===== src/rtl/odcl_pkg.sv =====
// Shared types and constants for the ODoH config-list parser.
`timescale 1ns / 1ps

package odcl_pkg;

	// Field widths
	localparam int unsigned COUNT_W   = 14;
	localparam int unsigned OFFSET_W  = 17;
	localparam int unsigned WORD_W    = 16;
	localparam int unsigned CFG_IDX_W = 2;

	// Frame layout constants
	localparam logic [OFFSET_W-1:0] HEADER_BYTES = 17'd4;
	localparam logic [WORD_W-1:0]   KEY_BASE     = 16'd8;

	// Result queue depth (power of two, at least 2)
	localparam int unsigned RES_DEPTH = 4;
	localparam int unsigned RES_AW    = $clog2(RES_DEPTH);

	// Configuration register indexes
	localparam logic [CFG_IDX_W-1:0] REG_VERSION    = 2'd0;
	localparam logic [CFG_IDX_W-1:0] REG_CAPACITY   = 2'd1;
	localparam logic [CFG_IDX_W-1:0] REG_COUNT_ONLY = 2'd2;

	// Configuration reset values
	localparam logic [WORD_W-1:0]  VERSION_RST  = 16'd1;
	localparam logic [COUNT_W-1:0] CAPACITY_RST = 14'd16;

	// Result kinds
	localparam logic KIND_DESC    = 1'b0;
	localparam logic KIND_VERDICT = 1'b1;

	typedef enum logic [2:0] {
		PH_VLEN_HI  = 3'd0,
		PH_VLEN_LO  = 3'd1,
		PH_VER_HI   = 3'd2,
		PH_VER_LO   = 3'd3,
		PH_CLEN_HI  = 3'd4,
		PH_CLEN_LO  = 3'd5,
		PH_CONTENTS = 3'd6,
		PH_DRAIN    = 3'd7
	} phase_t;

	typedef enum logic [2:0] {
		ST_OK    = 3'd0,
		ST_SHORT = 3'd1,
		ST_VLEN  = 3'd2,
		ST_TRUNC = 3'd3,
		ST_BAD   = 3'd4,
		ST_CAP   = 3'd5
	} status_t;

	typedef struct packed {
		logic [WORD_W-1:0]  version;
		logic [COUNT_W-1:0] capacity;
		logic               count_only;
	} cfg_t;

	typedef struct packed {
		logic                result_kind;
		logic [COUNT_W-1:0]  entry_index;
		logic [WORD_W-1:0]   entry_version;
		logic [WORD_W-1:0]   contents_length;
		logic [OFFSET_W-1:0] contents_offset;
		logic                has_key_config;
		logic [WORD_W-1:0]   kem_ident;
		logic [WORD_W-1:0]   kdf_ident;
		logic [WORD_W-1:0]   aead_ident;
		logic [WORD_W-1:0]   public_key_length;
		status_t             status;
		logic [COUNT_W-1:0]  total_entries;
	} result_t;

	// What one parsed byte can produce: a descriptor, a verdict, both or neither
	typedef struct packed {
		logic    desc_valid;
		logic    verdict_valid;
		result_t desc;
		result_t verdict;
	} step_out_t;

endpackage


===== src/rtl/odcl_if.sv =====
// Channel interfaces: frame bytes, result beats and configuration writes.
`timescale 1ns / 1ps

interface odcl_byte_if;
	logic       valid;
	logic       ready;
	logic [7:0] in_byte;
	logic       last;

	modport source (output valid, in_byte, last, input ready);
	modport sink (input valid, in_byte, last, output ready);
endinterface

interface odcl_result_if;
	logic              valid;
	logic              ready;
	odcl_pkg::result_t data;

	modport source (output valid, data, input ready);
	modport sink (input valid, data, output ready);
endinterface

interface odcl_cfg_if;
	logic                               valid;
	logic                               ready;
	logic [odcl_pkg::CFG_IDX_W-1:0]     index;
	logic [odcl_pkg::WORD_W-1:0]        data;

	modport source (output valid, index, data, input ready);
	modport sink (input valid, index, data, output ready);
endinterface


===== src/rtl/odcl_parse_core.sv =====
// Frame parser state and per-byte step logic.
`timescale 1ns / 1ps

module odcl_parse_core (
	input  logic                clk,
	input  logic                arst_n,
	input  odcl_pkg::cfg_t      cfg,
	input  logic                step,
	input  logic [7:0]          in_byte,
	input  logic                last,
	output odcl_pkg::step_out_t res
);
	import odcl_pkg::*;

	phase_t              phase_q, phase_d;
	logic [OFFSET_W-1:0] counter_q, counter_d;
	logic [WORD_W-1:0]   vlen_q, vlen_d;
	logic [7:0]          hold_q, hold_d;
	logic [WORD_W-1:0]   ver_q, ver_d;
	logic [WORD_W-1:0]   clen_q, clen_d;
	logic [WORD_W-1:0]   seen_q, seen_d;
	logic [WORD_W-1:0]   hw_q [4];
	logic [WORD_W-1:0]   hw_d [4];
	logic [OFFSET_W-1:0] start_q, start_d;
	logic [COUNT_W-1:0]  found_q, found_d;
	status_t             err_q, err_d;

	phase_t              cur;
	logic                fin;
	logic                match;
	logic                bad;
	logic                full;
	logic [WORD_W-1:0]   pk;
	logic [OFFSET_W-1:0] key_sum;
	status_t             st;
	logic                desc_v;
	logic                verd_v;
	result_t             desc;
	result_t             verdict;

	// State registers
	always_ff @(posedge clk or negedge arst_n) begin
		if (!arst_n) begin
			phase_q   <= PH_VLEN_HI;
			counter_q <= '0;
			vlen_q    <= '0;
			hold_q    <= '0;
			ver_q     <= '0;
			clen_q    <= '0;
			seen_q    <= '0;
			hw_q      <= '{default: '0};
			start_q   <= '0;
			found_q   <= '0;
			err_q     <= ST_OK;
		end else if (step) begin
			phase_q   <= phase_d;
			counter_q <= counter_d;
			vlen_q    <= vlen_d;
			hold_q    <= hold_d;
			ver_q     <= ver_d;
			clen_q    <= clen_d;
			seen_q    <= seen_d;
			hw_q      <= hw_d;
			start_q   <= start_d;
			found_q   <= found_d;
			err_q     <= err_d;
		end
	end

	// Next state and results for one byte
	always_comb begin
		phase_d   = phase_q;
		counter_d = counter_q;
		vlen_d    = vlen_q;
		hold_d    = hold_q;
		ver_d     = ver_q;
		clen_d    = clen_q;
		seen_d    = seen_q;
		hw_d      = hw_q;
		start_d   = start_q;
		found_d   = found_q;
		err_d     = err_q;
		fin       = 1'b0;
		desc_v    = 1'b0;
		verd_v    = 1'b0;
		desc      = '0;
		verdict   = '0;
		st        = ST_OK;

		// byte past the declared vector length
		cur = phase_q;
		if (counter_q >= 17'd2 && err_q == ST_OK &&
		    (counter_q - 17'd2) >= {1'b0, vlen_q}) begin
			err_d = ST_VLEN;
			cur   = PH_DRAIN;
		end
		phase_d = cur;

		unique case (cur)
			PH_VLEN_HI: begin
				hold_d  = in_byte;
				phase_d = PH_VLEN_LO;
			end
			PH_VLEN_LO: begin
				vlen_d  = {hold_q, in_byte};
				phase_d = PH_VER_HI;
				if ({hold_q, in_byte} == '0) begin
					if (err_d == ST_OK) err_d = ST_VLEN;
					phase_d = PH_DRAIN;
				end
			end
			PH_VER_HI: begin
				start_d = counter_q;
				hold_d  = in_byte;
				phase_d = PH_VER_LO;
			end
			PH_VER_LO: begin
				ver_d   = {hold_q, in_byte};
				phase_d = PH_CLEN_HI;
			end
			PH_CLEN_HI: begin
				hold_d  = in_byte;
				phase_d = PH_CLEN_LO;
			end
			PH_CLEN_LO: begin
				clen_d = {hold_q, in_byte};
				seen_d = '0;
				hw_d   = '{default: '0};
				if ({hold_q, in_byte} == '0) begin
					fin = 1'b1;
				end else begin
					phase_d = PH_CONTENTS;
				end
			end
			PH_CONTENTS: begin
				// key config header: four big-endian words
				if (ver_q == cfg.version && seen_q < KEY_BASE) begin
					if (!seen_q[0]) begin
						hold_d = in_byte;
					end else begin
						hw_d[seen_q[2:1]] = {hold_q, in_byte};
					end
				end
				seen_d = seen_q + 16'd1;
				if (({1'b0, seen_q} + 17'd1) >= {1'b0, clen_q}) fin = 1'b1;
			end
			PH_DRAIN: begin
			end
			default: begin
			end
		endcase

		// Entry completion: contents check, then capacity
		match   = (ver_q == cfg.version);
		pk      = hw_d[3];
		key_sum = {1'b0, KEY_BASE} + {1'b0, pk};
		bad     = match && (clen_d < KEY_BASE || pk == '0 || {1'b0, clen_d} != key_sum);
		full    = !cfg.count_only && (found_q >= cfg.capacity);
		if (fin) begin
			if (bad) begin
				if (err_d == ST_OK) err_d = ST_BAD;
				phase_d = PH_DRAIN;
			end else if (full) begin
				if (err_d == ST_OK) err_d = ST_CAP;
				phase_d = PH_DRAIN;
			end else begin
				desc_v                 = 1'b1;
				desc.result_kind       = KIND_DESC;
				desc.entry_index       = found_q;
				desc.entry_version     = ver_q;
				desc.contents_length   = clen_d;
				desc.contents_offset   = start_q + HEADER_BYTES;
				desc.has_key_config    = match;
				desc.kem_ident         = match ? hw_d[0] : '0;
				desc.kdf_ident         = match ? hw_d[1] : '0;
				desc.aead_ident        = match ? hw_d[2] : '0;
				desc.public_key_length = match ? pk : '0;
				desc.status            = ST_OK;
				if (found_q != '1) found_d = found_q + 14'd1;
				phase_d = PH_VER_HI;
			end
		end

		// saturating byte counter
		if (counter_q != '1) counter_d = counter_q + 17'd1;

		// Frame verdict, then back to reset state
		if (last) begin
			if (counter_q == '0) begin
				st = ST_SHORT;
			end else if (vlen_d == '0 || {1'b0, vlen_d} != (counter_q - 17'd1)) begin
				st = ST_VLEN;
			end else if (err_d != ST_OK) begin
				st = err_d;
			end else if (phase_d != PH_VER_HI || found_d == '0) begin
				st = ST_TRUNC;
			end else begin
				st = ST_OK;
			end
			verd_v                = 1'b1;
			verdict.result_kind   = KIND_VERDICT;
			verdict.status        = st;
			verdict.total_entries = found_d;

			phase_d   = PH_VLEN_HI;
			counter_d = '0;
			vlen_d    = '0;
			hold_d    = '0;
			ver_d     = '0;
			clen_d    = '0;
			seen_d    = '0;
			hw_d      = '{default: '0};
			start_d   = '0;
			found_d   = '0;
			err_d     = ST_OK;
		end
	end

	assign res.desc_valid    = step && desc_v;
	assign res.verdict_valid = step && verd_v;
	assign res.desc          = desc;
	assign res.verdict       = verdict;

`ifndef SYNTHESIS
	// a recorded error always parks the parser until frame end
	a_err_drains: assert property (@(posedge clk) disable iff (!arst_n)
		err_q != ST_OK |-> phase_q == PH_DRAIN)
		else $error("error recorded outside drain phase");

	// a verdict returns the parser to the start of a frame
	a_verdict_clears: assert property (@(posedge clk) disable iff (!arst_n)
		res.verdict_valid |=> phase_q == PH_VLEN_HI && counter_q == '0 && found_q == '0)
		else $error("parser state not cleared after verdict");
`endif

endmodule


===== src/rtl/odcl_result_fifo.sv =====
// Result queue: up to two results in, one beat out per cycle when result.ready.
`timescale 1ns / 1ps

module odcl_result_fifo (
	input  logic                clk,
	input  logic                arst_n,
	input  odcl_pkg::step_out_t push,
	output logic                room,
	odcl_result_if.source       result
);
	import odcl_pkg::*;

	result_t           mem_q [RES_DEPTH];
	logic [RES_AW-1:0] wr_q;
	logic [RES_AW-1:0] rd_q;
	logic [RES_AW:0]   count_q;
	logic [1:0]        n_push;
	logic              pop;
	result_t           first;

	// descriptor goes ahead of the verdict
	assign first  = push.desc_valid ? push.desc : push.verdict;
	assign n_push = {1'b0, push.desc_valid} + {1'b0, push.verdict_valid};
	assign pop    = result.valid && result.ready;

	// Storage
	always_ff @(posedge clk) begin
		if (n_push != 2'd0) mem_q[wr_q] <= first;
		if (n_push == 2'd2) mem_q[wr_q + RES_AW'(1)] <= push.verdict;
	end

	// Pointers and fill count
	always_ff @(posedge clk or negedge arst_n) begin
		if (!arst_n) begin
			wr_q    <= '0;
			rd_q    <= '0;
			count_q <= '0;
		end else begin
			wr_q    <= wr_q + RES_AW'(n_push);
			rd_q    <= rd_q + RES_AW'(pop);
			count_q <= count_q + (RES_AW + 1)'(n_push) - (RES_AW + 1)'(pop);
		end
	end

	assign room         = (count_q <= (RES_AW + 1)'(RES_DEPTH - 2));
	assign result.valid = (count_q != '0);
	assign result.data  = mem_q[rd_q];

`ifndef SYNTHESIS
	a_count_bound: assert property (@(posedge clk) disable iff (!arst_n)
		count_q <= (RES_AW + 1)'(RES_DEPTH))
		else $error("result queue fill count out of range");

	a_no_overflow: assert property (@(posedge clk) disable iff (!arst_n)
		n_push != 2'd0 |-> (count_q + (RES_AW + 1)'(n_push)) <= (RES_AW + 1)'(RES_DEPTH))
		else $error("result queue overflow");
`endif

endmodule


===== src/rtl/odoh_config_list_parser_unit.sv =====
// Top level of the ODoH config-list frame parser.
//
// frame  : byte channel, one frame byte per beat, last set on the final byte.
// result : result channel; an entry descriptor per completed entry, then a
//          frame verdict (status and entry count) after the last byte. A last
//          byte that also completes an entry yields the descriptor, then the
//          verdict. On a nonzero verdict the frame's descriptors are void.
// cfg    : register writes (0 decoded version, 1 entry capacity, 2 count only),
//          always ready; write only while no frame byte is in flight.
// Throughput is one byte per cycle while the queue has room. A byte is held
// in the input register and parsed from there; its results sit in a
// four-entry queue and can leave on the next cycle. The input register
// advances only while the queue has room for two results, so a stalled
// receiver backs up into frame.ready after a few beats.
// Reset clears the parser to the start of a frame, empties the queue and
// loads the register defaults (version 1, capacity 16, counting off).
`timescale 1ns / 1ps

module odoh_config_list_parser_unit (
	input  logic          clk,
	input  logic          arst_n,
	odcl_byte_if.sink     frame,
	odcl_result_if.source result,
	odcl_cfg_if.sink      cfg
);
	import odcl_pkg::*;

	cfg_t       cfg_regs_q;
	logic       valid_s1;
	logic [7:0] byte_s1;
	logic       last_s1;
	logic       room;
	logic       advance;
	step_out_t  step_res;

	// Configuration registers
	assign cfg.ready = 1'b1;

	always_ff @(posedge clk or negedge arst_n) begin
		if (!arst_n) begin
			cfg_regs_q.version    <= VERSION_RST;
			cfg_regs_q.capacity   <= CAPACITY_RST;
			cfg_regs_q.count_only <= 1'b0;
		end else if (cfg.valid && cfg.ready) begin
			unique case (cfg.index)
				REG_VERSION:    cfg_regs_q.version    <= cfg.data;
				REG_CAPACITY:   cfg_regs_q.capacity   <= cfg.data[COUNT_W-1:0];
				REG_COUNT_ONLY: cfg_regs_q.count_only <= cfg.data[0];
				default: begin
				end
			endcase
		end
	end

	// Input register
	assign advance     = valid_s1 && room;
	assign frame.ready = !valid_s1 || advance;

	always_ff @(posedge clk or negedge arst_n) begin
		if (!arst_n) begin
			valid_s1 <= 1'b0;
		end else if (frame.ready) begin
			valid_s1 <= frame.valid;
		end
	end

	always_ff @(posedge clk) begin
		if (frame.valid && frame.ready) begin
			byte_s1 <= frame.in_byte;
			last_s1 <= frame.last;
		end
	end

	odcl_parse_core u_core (
		.clk     (clk),
		.arst_n  (arst_n),
		.cfg     (cfg_regs_q),
		.step    (advance),
		.in_byte (byte_s1),
		.last    (last_s1),
		.res     (step_res)
	);

	odcl_result_fifo u_fifo (
		.clk    (clk),
		.arst_n (arst_n),
		.push   (step_res),
		.room   (room),
		.result (result)
	);

`ifndef SYNTHESIS
	// a held byte stays put while the queue lacks room for two results
	a_s1_hold: assert property (@(posedge clk) disable iff (!arst_n)
		valid_s1 && !room |=> valid_s1 && $stable(byte_s1) && $stable(last_s1))
		else $error("input register lost a byte while stalled");
`endif

endmodule


===== src/flat_wrapper.sv =====
// flat-port wrapper written by rule: the top's interface ports become plain ports
module odoh_config_list_parser_unit_flat import odcl_pkg::*;
  (clk, arst_n, frame_valid, frame_in_byte, frame_last, frame_ready, result_valid, result_data, result_ready, cfg_valid, cfg_index, cfg_data, cfg_ready);
  odcl_byte_if frame_i ();
  odcl_result_if result_i ();
  odcl_cfg_if cfg_i ();
  input  logic clk;
  input  logic arst_n;
  input wire logic [$bits(frame_i.valid)-1:0] frame_valid;
  input wire logic [$bits(frame_i.in_byte)-1:0] frame_in_byte;
  input wire logic [$bits(frame_i.last)-1:0] frame_last;
  output wire logic [$bits(frame_i.ready)-1:0] frame_ready;
  output wire logic [$bits(result_i.valid)-1:0] result_valid;
  output wire logic [$bits(result_i.data)-1:0] result_data;
  input wire logic [$bits(result_i.ready)-1:0] result_ready;
  input wire logic [$bits(cfg_i.valid)-1:0] cfg_valid;
  input wire logic [$bits(cfg_i.index)-1:0] cfg_index;
  input wire logic [$bits(cfg_i.data)-1:0] cfg_data;
  output wire logic [$bits(cfg_i.ready)-1:0] cfg_ready;
  assign frame_i.valid = frame_valid;
  assign frame_i.in_byte = frame_in_byte;
  assign frame_i.last = frame_last;
  assign frame_ready = frame_i.ready;
  assign result_valid = result_i.valid;
  assign result_data = result_i.data;
  assign result_i.ready = result_ready;
  assign cfg_i.valid = cfg_valid;
  assign cfg_i.index = cfg_index;
  assign cfg_i.data = cfg_data;
  assign cfg_ready = cfg_i.ready;
  odoh_config_list_parser_unit u_core (.clk(clk), .arst_n(arst_n), .frame(frame_i), .result(result_i), .cfg(cfg_i));
endmodule

===== config.mk =====
export PLATFORM = sky130hd
export DESIGN_NAME = odoh_config_list_parser_unit_flat
export DESIGN_NICKNAME = d
export VERILOG_FILES = /design/src/rtl/odcl_pkg.sv /design/src/rtl/odcl_if.sv /design/src/rtl/odcl_parse_core.sv /design/src/rtl/odcl_result_fifo.sv /design/src/rtl/odoh_config_list_parser_unit.sv /design/src/flat_wrapper.sv
export SDC_FILE = /design/constraint.sdc
export NUM_CORES = 2
export LEC_CHECK = 0
export ABC_CLOCK_PERIOD_IN_PS = 36700
export BUFFER_PORTS_ARGS = -buffer_cell sky130_fd_sc_hd__buf_2
export CAP_MARGIN = 30
export CORE_ASPECT_RATIO = 1.5
export CORE_MARGIN = 5
export CORE_UTILIZATION = 35
export DETAILED_ROUTE_END_ITERATION = 6
export GPL_ROUTABILITY_DRIVEN = 0
export PLACE_DENSITY = 0.47
export SLEW_MARGIN = 20
export SYNTH_ARGS = -nofsm -noshare
export SYNTH_HDL_FRONTEND = slang
export SYNTH_HIERARCHICAL = 1
export SYNTH_SLANG_ARGS = --single-unit

===== constraint.sdc =====
create_clock -name clk -period 36.7 [get_ports clk]
set_input_delay 3.67 -clock clk [delete_from_list [all_inputs] [get_ports clk]]
set_output_delay 3.67 -clock clk [all_outputs]
set_load 0.05 [all_outputs]

==> flow_summary.yaml <==
clock_tree:
  tritoncts: "done"
  post_cts_buffers: 0
  cts_max_path_buffers: 3
  h-tree-depth: 3
  clock_insertion_delay_worst_skew_ns: 0.70
  clockRootBuffer: "sky130_fd_sc_hd__clkbuf_16"
  post_cts_resized: 0
  cts_buffers: 90
  number_of_sinks_handled_by_clock_tree_synthesis: 822
  hold_fix_buffer_count_after_cts: 0
  worst_path_clk_slew_ns: 0.06
critical_path:
  critical-path-slowest-cell: "sky130_fd_sc_hd__buf_4"
  timing.critical_path.depth: 29
  worst_path_largest_cell_delay_ns: 0.78
  cpLargestDelayFamily: "simple AND/OR/NAND/NOR gates"
  setup.worst_path.end_class: "flop"
  cp_num_buf_inv: 5
  critical_path_arrival_ns: 11.25
  reg2regPathDepth: 29
  worst_setup_path_start_kind: "flop"
  critical_path_peak_fanout: 76
  critPathMostFrequentCell: "sky130_fd_sc_hd__buf_4"
  worst_ep_required_time_ns: 37.00
  worst-setup-path-type: "flop to flop"
pwr:
  combPwrFrac_pct: 41.3
  power.switching_mw: 1.54
  internal_power_mw: 2.10
  sequentialPowerShare_pct: 33.8
  power.switching_fraction_pct: 42.3
  share_clk_of_total_power_pct: 25.0
  power_density_nw_per_um2: 70.4
  leakagePower_nw: 18.2
  ir_worst_vdd_mv: 0.0490
timing:
  worst_clock_skew_ns: 0.0364
  totalNegativeSetupSlack_ns: 0
  max_freq_mhz: 91.3
  grt_setup_unrepaired: "false"
  timing.final.crit_period_ns: 10.96
  slew_headroom_pct: 27.9
  report.final.setup_viol: 0
  period_share_pct: 29.9
  worstMarginPinSlew_ns: 1.08
  timing.final.hold_violations: 0
  final_number_of_max_transition_violations: 0
  final.hold.worst_slack_ns: 0.506
yosys:
  yosysWarnings: 6
  ys_async_sr_fraction_pct: 27.9
  syn_inst: 4017
  synth.avg_cell_area_um2: 11.7
  synth-seq-cells: 822
  post_synth_num_cell_types: 90
  synth-seq-area-share_pct: 50.1
  postSynth.topFlopCell: "sky130_fd_sc_hd__edfxtp_1"
  syn-cell-area_um2: 47000
  number_of_synthesized_flops_with_an_enable_pin: 593
floorplan:
  floorplan.initialDensity_pct: 35.2
  placementRows: 164
  dieHeight_um: 459
  total_die_area_um2: 142000
  die_w_um: 309
  io_pins: 181
  design.core.area_um2: 133000
grt:
  global_route_wire_length_before_repair_mm: 236
  grt_use_total_pct: 21.9
  grt_start_max_net_pins: 183
  grt_pass1_vias: 34800
  overflow: 0
  antenna_found_initial: 5
placed_design:
  port_buffers: 179
  place_hpwl_mm: 102
finish:
  multiInputGateArea_um2: 21000
  seqCellArea_um2: 23600
  layout.filler_cells: 12900
  area_delta_synth_final_pct: 9.93
  design.final.nets: 4121
  drive_gt1_share_pct: 15.4
status:
  outcome: "complete, but fails checks"
  violations_in_the_final_reports: "design-rule violations"
detailed_routing:
  viasPerCell: 5.98
  finalWirelength_mm: 160
  detailroute.via_count: 34900
  detail_route.iter0.violations: 3149
  post_drt_wl_per_cell_um: 27.4
  dr.pass1.iters: 7
  drc: 7
  postRouteAntennaNets: 0
worst_hold_path:
  holdPathStages: 1
  min-delay-path-class: "flop to flop"
run:
  drv_cap: 0
## Yosys cell counts (5+ instances only)
master | n | share of area [%]
sky130_fd_sc_hd__nand2_1 | 410 | 3.3
sky130_fd_sc_hd__o31ai_1 | 13 | 0.21
sky130_fd_sc_hd__mux4_2 | 146 | 7.0
sky130_fd_sc_hd__nand2b_1 | 307 | 4.1
sky130_fd_sc_hd__a31oi_1 | 6 | 0.080
sky130_fd_sc_hd__o21a_1 | 11 | 0.18
sky130_fd_sc_hd__buf_2 | 144 | 1.5
sky130_fd_sc_hd__a211oi_1 | 10 | 0.16
sky130_fd_sc_hd__mux2i_1 | 32 | 0.68
sky130_fd_sc_hd__nand4_1 | 23 | 0.31
sky130_fd_sc_hd__o21ai_0 | 64 | 0.68
sky130_fd_sc_hd__nor3_1 | 33 | 0.35
sky130_fd_sc_hd__clkbuf_1 | 152 | 1.2
sky130_fd_sc_hd__a21oi_1 | 57 | 0.61
sky130_fd_sc_hd__a22oi_1 | 54 | 0.86
sky130_fd_sc_hd__and3_1 | 33 | 0.44
sky130_fd_sc_hd__o211ai_1 | 6 | 0.096
sky130_fd_sc_hd__nor4_1 | 31 | 0.41
sky130_fd_sc_hd__ha_1 | 62 | 1.7
sky130_fd_sc_hd__nor4b_1 | 6 | 0.11
sky130_fd_sc_hd__a21o_1 | 19 | 0.30
sky130_fd_sc_hd__and4_1 | 6 | 0.11
sky130_fd_sc_hd__and2_1 | 45 | 0.60
sky130_fd_sc_hd__o221ai_1 | 587 | 11
sky130_fd_sc_hd__edfxtp_1 | 593 | 38
sky130_fd_sc_hd__o2bb2ai_1 | 7 | 0.13
sky130_fd_sc_hd__a32o_1 | 7 | 0.15
sky130_fd_sc_hd__buf_4 | 184 | 2.9
sky130_fd_sc_hd__or3_1 | 11 | 0.15
sky130_fd_sc_hd__xnor2_1 | 61 | 1.1
sky130_fd_sc_hd__nand3_1 | 52 | 0.55
sky130_fd_sc_hd__dfrtp_1 | 227 | 12
sky130_fd_sc_hd__inv_1 | 77 | 0.62
sky130_fd_sc_hd__or4_1 | 5 | 0.080
sky130_fd_sc_hd__nor2_1 | 177 | 1.4
sky130_fd_sc_hd__xor2_1 | 60 | 1.1
sky130_fd_sc_hd__mux2_2 | 35 | 0.84
sky130_fd_sc_hd__nor2b_1 | 6 | 0.080
sky130_fd_sc_hd__o22ai_1 | 13 | 0.17
sky130_fd_sc_hd__buf_6 | 16 | 0.38
sky130_fd_sc_hd__o21ai_1 | 9 | 0.096
sky130_fd_sc_hd__a22o_1 | 138 | 2.6
## final cells by class
class | count | area share, %
Inverter | 78 | 0.567
Multi-Input combinational cell | 2762 | 40.6
Tap cell | 1743 | 4.22
Antenna cell | 1 | 0.00484
Clock inverter | 43 | 0.584
Sequential cell | 822 | 45.6
Clock buffer | 121 | 5.02
Timing Repair Buffer | 272 | 3.43
## registers in the layout (all words and copies together), names as in the netlist, 16 cells and up
signal / cells
u_core/u_core/start_q: 17
u_core/u_core/ver_q: 16
u_core/u_core/clen_q: 16
u_core/u_core/seen_q: 16
u_core/u_core/hw_q: 64
u_core/u_core/counter_q: 17
u_core/u_fifo/mem_q: 584
u_core/cfg_regs_q: 31
u_core/u_core/vlen_q: 16
## logic make-up (layout without fill, tap and decap cells)
| logic type | count (synthesis) | after routing | synth area share [%] |
|---|---|---|---|
| xor+xnor | 122 | 122 | 2.30 |
| compound gates | 1048 | 1048 | 18.2 |
| simple gates | 1169 | 1169 | 12.5 |
| flops | 822 | 822 | 50.1 |
| fa+ha+maj | 63 | 63 | 1.69 |
| other cells | 2 | 148 | 0.0160 |
| buf+inv | 578 | 514 | 6.73 |
| mux | 213 | 213 | 8.52 |
## placed cells by master (no fill, tap or decap), types with 45 or more instances in the layout
cell	count
sky130_fd_sc_hd__xor2_1	60
sky130_fd_sc_hd__conb_1	147
sky130_fd_sc_hd__ha_1	62
sky130_fd_sc_hd__a22o_1	138
sky130_fd_sc_hd__xnor2_1	61
sky130_fd_sc_hd__inv_1	77
sky130_fd_sc_hd__o21ai_0	62
sky130_fd_sc_hd__and2_1	45
sky130_fd_sc_hd__nor2_1	176
sky130_fd_sc_hd__a22oi_1	54
sky130_fd_sc_hd__nand2b_1	306
sky130_fd_sc_hd__dfrtp_1	224
sky130_fd_sc_hd__mux4_2	146
sky130_fd_sc_hd__clkbuf_16	95
sky130_fd_sc_hd__a21oi_1	55
sky130_fd_sc_hd__o221ai_1	587
sky130_fd_sc_hd__buf_2	181
sky130_fd_sc_hd__nand3_1	52
sky130_fd_sc_hd__edfxtp_1	593
sky130_fd_sc_hd__buf_4	79
sky130_fd_sc_hd__nand2_1	408
## metrics by stage
step | setup WS (ns) | area (um2) | utilization, % | power, mW | instances
2_1_floorplan | 18.72 | 47500 | - | 2.34 | 4162
3_3_place_gp | 25.49 | 48500 | 36.4 | 2.75 | 5665
3_5_place_dp | 25.86 | 48600 | 36.5 | 2.75 | 5672
4_1_cts | 25.81 | 51500 | 38.6 | 3.67 | 5836
5_1_grt | 25.02 | 51700 | 38.7 | 3.80 | 5842
6_report | 25.74 | 51700 | 38.7 | 3.64 | 5842
## final timing paths
| check | from | slack (ns) | end |
|---|---|---|---|
| max | u_core/u_core/counter_q[3]$_DFFE_PN0P_ | 25.74 | u_core/u_fifo/mem_q[1][56]$_DFFE_PP_ |
| min | u_core/u_core/hw_q[51]$_DFFE_PN0P_ | 0.51 | u_core/u_core/hw_q[51]$_DFFE_PN0P_ |
| max reg2reg | u_core/u_core/counter_q[3]$_DFFE_PN0P_ | 25.74 | u_core/u_fifo/mem_q[1][56]$_DFFE_PP_ |
| min reg2reg | u_core/u_core/hw_q[51]$_DFFE_PN0P_ | 0.51 | u_core/u_core/hw_q[51]$_DFFE_PN0P_ |
| max in group asynchronous | arst_n | 31.96 | u_core/u_core/vlen_q[13]$_DFFE_PN0P_ |
| min in group asynchronous | arst_n | 2.96 | u_core/cfg_regs_q[4]$_DFFE_PN0P_ |
## per-layer routing
metal  share of wire [%]  global-route usage, %  up-vias
met5               0.013                      0        -
met4                 3.8                   8.17        4
met3                 5.5                   2.78      274
met2                  49                   36.5     1278
met1                  42                   29.4    17800
li1                    -                      -    15600
## power groups by stage
stage | registers [mW] | logic [mW] | clock network [mW]
2_1_floorplan | 1.20 | 1.14 | 0
3_3_place_gp | 1.25 | 1.50 | 0
3_5_place_dp | 1.25 | 1.50 | 0
4_1_cts | 1.23 | 1.51 | 0.931
5_1_grt | 1.24 | 1.59 | 0.966
6_report | 1.23 | 1.50 | 0.907
Note: power is estimated with default switching activity, not from simulation.
